`config.mk`:
```
export PLATFORM = sky130hd
export DESIGN_NAME = dragonfly_next_port_router
export DESIGN_NICKNAME = d
export VERILOG_FILES = /design/src/design/dfr_pkg.sv /design/src/design/dragonfly_next_port_router.sv
export SDC_FILE = /design/constraint.sdc
export NUM_CORES = 2
export LEC_CHECK = 0
export BUFFER_PORTS_ARGS = -buffer_cell sky130_fd_sc_hd__buf_2
export CAP_MARGIN = 20
export CORE_ASPECT_RATIO = 0.6
export CORE_MARGIN = 2
export CORE_UTILIZATION = 35
export CTS_BUF_LIST = sky130_fd_sc_hd__clkbuf_4
export DETAILED_ROUTE_END_ITERATION = 16
export GPL_TIMING_DRIVEN = 0
export PLACE_DENSITY = 0.58
export SETUP_SLACK_MARGIN = 0.3
export SLEW_MARGIN = 40
export SYNTH_ARGS = -nofsm -noshare
export SYNTH_HDL_FRONTEND = slang
export SYNTH_SLANG_ARGS = --single-unit
```
`constraint.sdc`:
```
create_clock -name clock -period 18.8 [get_ports clock]
set_input_delay 3.76 -clock clock [delete_from_list [all_inputs] [get_ports clock]]
set_output_delay 3.76 -clock clock [all_outputs]
set_load 0.01 [all_outputs]
```
`src/design/dfr_pkg.sv`:
```
// Package for the dragonfly next-port router: sizes, register indexes and pipeline types.
package dfr_pkg;

   localparam int GROUP_BITS = 10;
   localparam int PORT_BITS  = 8;

   localparam logic [9:0] GROUP_MASK = 10'((1 << GROUP_BITS) - 1);

   // Divider step counts: destination id by hosts per group, then the
   // remainder by hosts per router and the group index by global links.
   localparam int DIV_A_STEPS = 16;
   localparam int DIV_B_STEPS = 13;

   localparam logic [2:0] CSR_HOSTS_PER_ROUTER  = 3'd0;
   localparam logic [2:0] CSR_ROUTERS_PER_GROUP = 3'd1;
   localparam logic [2:0] CSR_GLOBAL_LINKS      = 3'd2;
   localparam logic [2:0] CSR_GROUP_COUNT       = 3'd3;
   localparam logic [2:0] CSR_OWN_GROUP         = 3'd4;
   localparam logic [2:0] CSR_OWN_ROUTER        = 3'd5;
   localparam logic [2:0] CSR_VALIANT_MODE      = 3'd6;

   localparam logic [1:0] STATUS_OK      = 2'd0;
   localparam logic [1:0] STATUS_BAD_VIA = 2'd1;
   localparam logic [1:0] STATUS_RANGE   = 2'd2;

   typedef enum logic [1:0] {
      MODE_DROP  = 2'd0,
      MODE_GROUP = 2'd1,
      MODE_LOCAL = 2'd2
   } mode_type;

   // First divider: quotient bits shift into num as dividend bits leave it.
   typedef struct packed {
      logic [15:0] num;
      logic [12:0] rem;
      logic [3:0]  vc;
      logic [9:0]  via;
   } a_stage_type;

   // Second pair of dividers, run side by side.
   typedef struct packed {
      mode_type    mode;
      logic [1:0]  status;
      logic [3:0]  vc;
      logic [12:0] rnum;
      logic [5:0]  rrem;
      logic [12:0] hnum;
      logic [5:0]  hrem;
   } b_stage_type;

endpackage

```
`src/design/dragonfly_next_port_router.sv`:
```
// Dragonfly router route computation: output port, virtual channel and status per packet.
// A transaction accepted at a clock edge passes the entry, divider, decision and output
// registers; its result is then on the rsp_ ports for one cycle, marked by rsp_valid.
// Throughput: one transaction per cycle; the pipeline never stalls, so busy is only high
// while reset is applied and up to the first clock edge after it is released.
// The depth is set by two bit-serial divider chains (16 + 13 steps).
// Reset is synchronous and active high; it clears the pipeline and loads register defaults.
module dragonfly_next_port_router (
   input  logic        clock,
   input  logic        reset,
   input  logic        start,
   output logic        busy,
   input  logic [15:0] req_dest_id,
   input  logic [7:0]  req_in_port,
   input  logic [3:0]  req_in_vc,
   input  logic [9:0]  req_via_group,
   input  logic        csr_valid,
   output logic        csr_ready,
   input  logic [2:0]  csr_index,
   input  logic [10:0] csr_data,
   output logic        rsp_valid,
   output logic [7:0]  rsp_next_port,
   output logic [3:0]  rsp_out_vc,
   output logic [1:0]  rsp_status
);
   import dfr_pkg::*;

   // Configuration registers.
   logic [5:0]  hosts_ff;
   logic [6:0]  routers_ff;
   logic [5:0]  links_ff;
   logic [10:0] group_count_ff;
   logic [9:0]  own_group_ff;
   logic [5:0]  own_router_ff;
   logic        valiant_ff;
   logic        busy_ff;

   // Effective divisors: a zero register value counts as one.
   logic [5:0]  p_eff;
   logic [6:0]  a_eff;
   logic [5:0]  h_eff;
   logic [12:0] hpg;

   assign p_eff = (hosts_ff == 6'd0) ? 6'd1 : hosts_ff;
   assign a_eff = (routers_ff == 7'd0) ? 7'd1 : routers_ff;
   assign h_eff = (links_ff == 6'd0) ? 6'd1 : links_ff;
   assign hpg   = 13'(p_eff) * 13'(a_eff);

   logic accept;
   assign accept    = start && !busy_ff;
   assign busy      = busy_ff;
   assign csr_ready = !busy_ff;

   // Pipeline registers.
   a_stage_type a_ff [0:DIV_A_STEPS];
   a_stage_type a_in [0:DIV_A_STEPS];
   logic        a_valid_ff [0:DIV_A_STEPS];
   b_stage_type b_ff [0:DIV_B_STEPS];
   b_stage_type b_in [0:DIV_B_STEPS];
   logic        b_valid_ff [0:DIV_B_STEPS];

   logic        rsp_valid_ff;
   logic [7:0]  rsp_port_ff, rsp_port_in;
   logic [3:0]  rsp_vc_ff, rsp_vc_in;
   logic [1:0]  rsp_status_ff, rsp_status_in;

   logic [8:0] global_base;
   logic [3:0] vc_new;

   // Entry stage, then the first divider: one restoring step per stage,
   // destination id by hosts per group. The VC moves up when the packet
   // arrived on a global port.
   always_comb begin
      logic [13:0] trial;
      global_base = 9'(p_eff) + 9'(a_eff) - 9'd1;
      vc_new = req_in_vc;
      if ({1'b0, req_in_port} >= global_base && req_in_vc != 4'd15) begin
         vc_new = req_in_vc + 4'd1;
      end
      a_in[0].num = req_dest_id;
      a_in[0].rem = 13'd0;
      a_in[0].vc  = vc_new;
      a_in[0].via = req_via_group & GROUP_MASK;
      for (int k = 0; k < DIV_A_STEPS; k++) begin
         trial = {a_ff[k].rem, a_ff[k].num[15]};
         a_in[k + 1] = a_ff[k];
         if (trial >= {1'b0, hpg}) begin
            a_in[k + 1].rem = 13'(trial - {1'b0, hpg});
            a_in[k + 1].num = {a_ff[k].num[14:0], 1'b1};
         end else begin
            a_in[k + 1].rem = trial[12:0];
            a_in[k + 1].num = {a_ff[k].num[14:0], 1'b0};
         end
      end
   end

   // Decision stage picks the group to head for and its index with own group
   // removed; the second dividers then split the remainder by hosts per router
   // and the group index by global links.
   always_comb begin
      logic [15:0] dgrp;
      logic        diff;
      logic        valiant;
      logic [10:0] mid;
      logic [10:0] tgt;
      logic [10:0] idx;
      logic [6:0]  rtrial;
      logic [6:0]  htrial;
      dgrp = a_ff[DIV_A_STEPS].num;
      diff = dgrp != {6'd0, own_group_ff};
      valiant = valiant_ff && group_count_ff > 11'd2 && diff;
      b_in[0].status = STATUS_OK;
      b_in[0].vc     = a_ff[DIV_A_STEPS].vc;
      mid = dgrp[10:0];
      if (valiant) begin
         if ({1'b0, a_ff[DIV_A_STEPS].via} >= group_count_ff) begin
            b_in[0].status = STATUS_BAD_VIA;
         end else begin
            mid = {1'b0, a_ff[DIV_A_STEPS].via};
         end
      end
      tgt = (mid != {1'b0, own_group_ff}) ? mid : dgrp[10:0];
      idx = (tgt < {1'b0, own_group_ff}) ? tgt : tgt - 11'd1;
      if (dgrp >= {5'd0, group_count_ff}) begin
         b_in[0].mode   = MODE_DROP;
         b_in[0].status = STATUS_RANGE;
      end else if (diff) begin
         b_in[0].mode = MODE_GROUP;
      end else begin
         b_in[0].mode = MODE_LOCAL;
      end
      b_in[0].rnum = a_ff[DIV_A_STEPS].rem;
      b_in[0].rrem = 6'd0;
      b_in[0].hnum = {2'd0, idx};
      b_in[0].hrem = 6'd0;
      for (int k = 0; k < DIV_B_STEPS; k++) begin
         rtrial = {b_ff[k].rrem, b_ff[k].rnum[12]};
         htrial = {b_ff[k].hrem, b_ff[k].hnum[12]};
         b_in[k + 1] = b_ff[k];
         if (rtrial >= {1'b0, p_eff}) begin
            b_in[k + 1].rrem = 6'(rtrial - {1'b0, p_eff});
            b_in[k + 1].rnum = {b_ff[k].rnum[11:0], 1'b1};
         end else begin
            b_in[k + 1].rrem = rtrial[5:0];
            b_in[k + 1].rnum = {b_ff[k].rnum[11:0], 1'b0};
         end
         if (htrial >= {1'b0, h_eff}) begin
            b_in[k + 1].hrem = 6'(htrial - {1'b0, h_eff});
            b_in[k + 1].hnum = {b_ff[k].hnum[11:0], 1'b1};
         end else begin
            b_in[k + 1].hrem = htrial[5:0];
            b_in[k + 1].hnum = {b_ff[k].hnum[11:0], 1'b0};
         end
      end
   end

   // Final stage: turn router and gateway numbers into a port.
   always_comb begin
      b_stage_type     fin;
      logic [15:0]     rtr;
      logic [15:0]     wide;
      logic [PORT_BITS-1:0] port;
      fin  = b_ff[DIV_B_STEPS];
      rtr  = (fin.mode == MODE_GROUP) ? {3'd0, fin.hnum} : {3'd0, fin.rnum};
      wide = 16'(p_eff) + rtr;
      if (rtr > {10'd0, own_router_ff}) begin
         wide = wide - 16'd1;
      end
      case (fin.mode)
         MODE_GROUP: begin
            if (rtr == {10'd0, own_router_ff}) begin
               wide = 16'(p_eff) + 16'(a_eff) - 16'd1 + 16'(fin.hrem);
            end
         end
         MODE_LOCAL: begin
            if (rtr == {10'd0, own_router_ff}) begin
               wide = 16'(fin.rrem);
            end
         end
         default: begin
            wide = 16'd0;
         end
      endcase
      port          = PORT_BITS'(wide);
      rsp_port_in   = 8'(port);
      rsp_vc_in     = fin.vc;
      rsp_status_in = fin.status;
   end

   always_ff @(posedge clock) begin
      for (int k = 0; k <= DIV_A_STEPS; k++) begin
         a_ff[k] <= a_in[k];
      end
      for (int k = 0; k <= DIV_B_STEPS; k++) begin
         b_ff[k] <= b_in[k];
      end
      rsp_port_ff   <= rsp_port_in;
      rsp_vc_ff     <= rsp_vc_in;
      rsp_status_ff <= rsp_status_in;
   end

   always_ff @(posedge clock) begin
      if (reset) begin
         busy_ff        <= 1'b1;
         hosts_ff       <= 6'd1;
         routers_ff     <= 7'd1;
         links_ff       <= 6'd1;
         group_count_ff <= 11'd1;
         own_group_ff   <= 10'd0;
         own_router_ff  <= 6'd0;
         valiant_ff     <= 1'b0;
         rsp_valid_ff   <= 1'b0;
         for (int k = 0; k <= DIV_A_STEPS; k++) begin
            a_valid_ff[k] <= 1'b0;
         end
         for (int k = 0; k <= DIV_B_STEPS; k++) begin
            b_valid_ff[k] <= 1'b0;
         end
      end else begin
         busy_ff <= 1'b0;
         if (csr_valid && csr_ready) begin
            case (csr_index)
               CSR_HOSTS_PER_ROUTER:  hosts_ff       <= csr_data[5:0];
               CSR_ROUTERS_PER_GROUP: routers_ff     <= csr_data[6:0];
               CSR_GLOBAL_LINKS:      links_ff       <= csr_data[5:0];
               CSR_GROUP_COUNT:       group_count_ff <= csr_data;
               CSR_OWN_GROUP:         own_group_ff   <= csr_data[9:0] & GROUP_MASK;
               CSR_OWN_ROUTER:        own_router_ff  <= csr_data[5:0];
               CSR_VALIANT_MODE:      valiant_ff     <= csr_data[0];
               default: begin
               end
            endcase
         end
         a_valid_ff[0] <= accept;
         for (int k = 0; k < DIV_A_STEPS; k++) begin
            a_valid_ff[k + 1] <= a_valid_ff[k];
         end
         b_valid_ff[0] <= a_valid_ff[DIV_A_STEPS];
         for (int k = 0; k < DIV_B_STEPS; k++) begin
            b_valid_ff[k + 1] <= b_valid_ff[k];
         end
         rsp_valid_ff <= b_valid_ff[DIV_B_STEPS];
      end
   end

   assign rsp_valid     = rsp_valid_ff;
   assign rsp_next_port = rsp_port_ff;
   assign rsp_out_vc    = rsp_vc_ff;
   assign rsp_status    = rsp_status_ff;

endmodule
```
==> run metrics <==
status complete, no violations; count of buffer and inverter cells on the critical path 4; Max Root-Sink Buffers 4; core area 147000 sq um; Post-Syn Area per Cell 10.8 sq um; sequential-to-total area share from yosys stat 55.7%; DR iter-0 viols 2261; Min-Delay Path Class reg2reg; Clock Tree Root clkbuf_4; Post-DRT Antenna Nets 0; Syn Std Cell Area 51800 sq um; Chip Height 302 um; drt pass-1 iters 6; routed len/inst 15.4 um; critical path required time 19.83 ns; Setup TNS 0 ns; RSZ-0062 raised after global routing no; Crit Path Category reg2reg; Top cell by count, worst path a21oi_1; R2R depth 29; fillers 14300; vias in the first global route 32900; Post-synth top cells dfxtp_1 (1441), ha_1 (432), inv_1 (377), a21oi_1 (339), nor2_1 (336); Worst Max-Slew Pin Slew 0.876 ns; fin crit share 45.9%; final hold slack 0.257 ns; CP Launch Type flop; Pleak 25.5 nW; Synth Flop Type dfxtp_1; GPL Wtd Cong 0.875; share of synthesized flip-flops with an asynchronous set or reset 0%; share of cells above drive strength 1 12.5%; flop2flop setup slack 10.17 ns; Final setup viols 0; # hold bufs at CTS 0; placed wire-length estimate 81200 um; hold endpoint a_ff[0][44]; PortBufs 71; Tmin final 8.63 ns; TritonCTS clock tree done; post-cts gate resize count 0; Max Cap Viol 0; fmax 116 MHz; max incr delay on CP 0.58 ns; Syn Inst Count 4792; Synth Register Bits 1441; Overflow after GRT 0; Total GRT Usage 15.1%; die width 501 um; Reg clk slew, reported paths 0.07 ns; Max FO, Critical Path 17; Non-Filler Instances 7381; Die ar. 151000 sq um; Slew Limit Fails 0; Peak VDD IR 0.0799 mV; IO Pins 73; Synth cell types 78; CP delay by family, top compound AO/OA/AOI/OAI gates; endpoints failing hold 0; DRC viols 0; Slowest cell on crit path or2_2; Final Skew 0.126 ns; post-CTS setup buffers 0; hold_sp a_ff[0][1]; area leader, netlist dfxtp_1; WL final 114000 um; Num Clock Sinks 1441; most common cell in the netlist dfxtp_1; Rel. slew slack 41.4%; CP Capture Type flop; placed cell count 6818; global-route wire length before repair 179000 um; row cnt 109; Crit path arrival time 9.66 ns; largest net degree at the start of global routing 38; Starting Density 35.2%; cell area power density 174 nW/um^2; H-tree Lvls 5; Yosys Warn Count 0; top cell type's share of synthesized area 55.7%; EDFF count, synth 0; WHS Path Cells 0; synth-to-layout area growth 13.4%; initial antenna violation count 15; vias per cell 4.57; FF-to-FF End a_ff[0][708]; cts bufs inserted 340; Clk Latency, worst-skew pair 1.26 ns; R2R Path Start hosts_ff[1]; Final nets 5774; via count 33700; synth top area cells dfxtp_1 (56%), ha_1 (10%), xnor2_1 (3.3%)
## routing by layer
| metal | wire length (um) | global-route usage, % |
|---|---|---|
| met1 | 62100 | 23.3 |
| met4 | 2860 | 6.32 |
| met3 | 7360 | 4.21 |
| met5 | 0 | 0 |
| met2 | 41700 | 19.2 |
## cells in the final DEF (no fill, tap or decap), drive strengths merged, types with 6 or more instances in the layout
master,n
nand3b,8
nor2b,99
and3,7
nand2,284
nand2b,43
buf,116
and2,23
mux2,55
dfxtp,1441
a211oi,13
a21boi,25
xnor2,198
nor3,25
o21ai,333
o21bai,39
or2,16
and4,10
fa,68
ha,432
clkbuf,538
mux2i,75
inv,388
o41ai,6
nand3,41
nand4,53
xor2,88
a311o,13
nor2,337
nand4b,15
clkinv,69
diode,12
o211a,25
a21oi,341
a31oi,12
nor4,24
a21o,83
or4,30
## power by group
part	switching (mW)	internal (mW)
registers	0.450	4.00
logic	1.91	1.50
clock network	1.17	1.19
total	3.52	6.70
## logic make-up (layout without fill, tap and decap cells)
kind of cell             count (synthesis)  after routing  share of synthesized area, %
flip-flops                            1441           1441                          55.7
AO/OA/AOI/OAI                          918            918                          10.3
AND/OR/NAND/NOR                       1027           1027                          9.62
adder cells (fa/ha/maj)                503            503                          13.1
XOR/XNOR                               289            289                          4.98
other                                    1             14                       0.00724
multiplexers                           130            130                          2.65
buffers and inverters                  483           1117                          3.59
## worst max-delay path by stage
stage / startpoint / to / slack, ns / cells past startpoint
2_1_floorplan: hosts_ff[1] / a_ff[0][154] / 11.52 / 28
3_3_place_gp: hosts_ff[1] / a_ff[0][707] / 8.31 / 28
3_5_place_dp: hosts_ff[1] / a_ff[0][707] / 10.24 / 29
4_1_cts: hosts_ff[1] / a_ff[0][707] / 10.13 / 29
5_1_grt: hosts_ff[1] / a_ff[0][708] / 9.42 / 29
6_report: hosts_ff[1] / a_ff[0][708] / 10.17 / 29
## metrics by stage
| stage | utilization, % | instance area [sq um] | setup slack [ns] | power (mW) |
|---|---|---|---|---|
| after floorplan | - | 51800 | 11.52 | 6.95 |
| after global placement | 37.1 | 54600 | 8.31 | 7.76 |
| after detailed placement | 37.2 | 54800 | 10.24 | 7.84 |
| after CTS | 39.9 | 58700 | 10.13 | 10.3 |
| after global routing | 39.9 | 58700 | 9.42 | 11.1 |
| final | 40.0 | 58700 | 10.17 | 10.2 |
## state kept, by name, summed over array words and instances (netlist names), 7 cells and up
name	flops
a_ff	718
b_ff	629
a_valid_ff	17
b_valid_ff	14
group_count_ff	11
own_group_ff	10
rsp_next_port	8
routers_ff	7
## final cells by class
class | count | area, sq um | area share (%)
antenna | 12 | 30.0 | 0.0511
clock buffer | 471 | 3540 | 6.02
multi-input combinational | 2869 | 21200 | 36.0
clock inverter | 80 | 413 | 0.703
sequential | 1441 | 28900 | 49.1
tap | 1942 | 2430 | 4.14
timing repair buffer | 83 | 454 | 0.773
inverter | 383 | 1440 | 2.45
buffer | 100 | 423 | 0.720
Power figures use the tool's default switching activity.
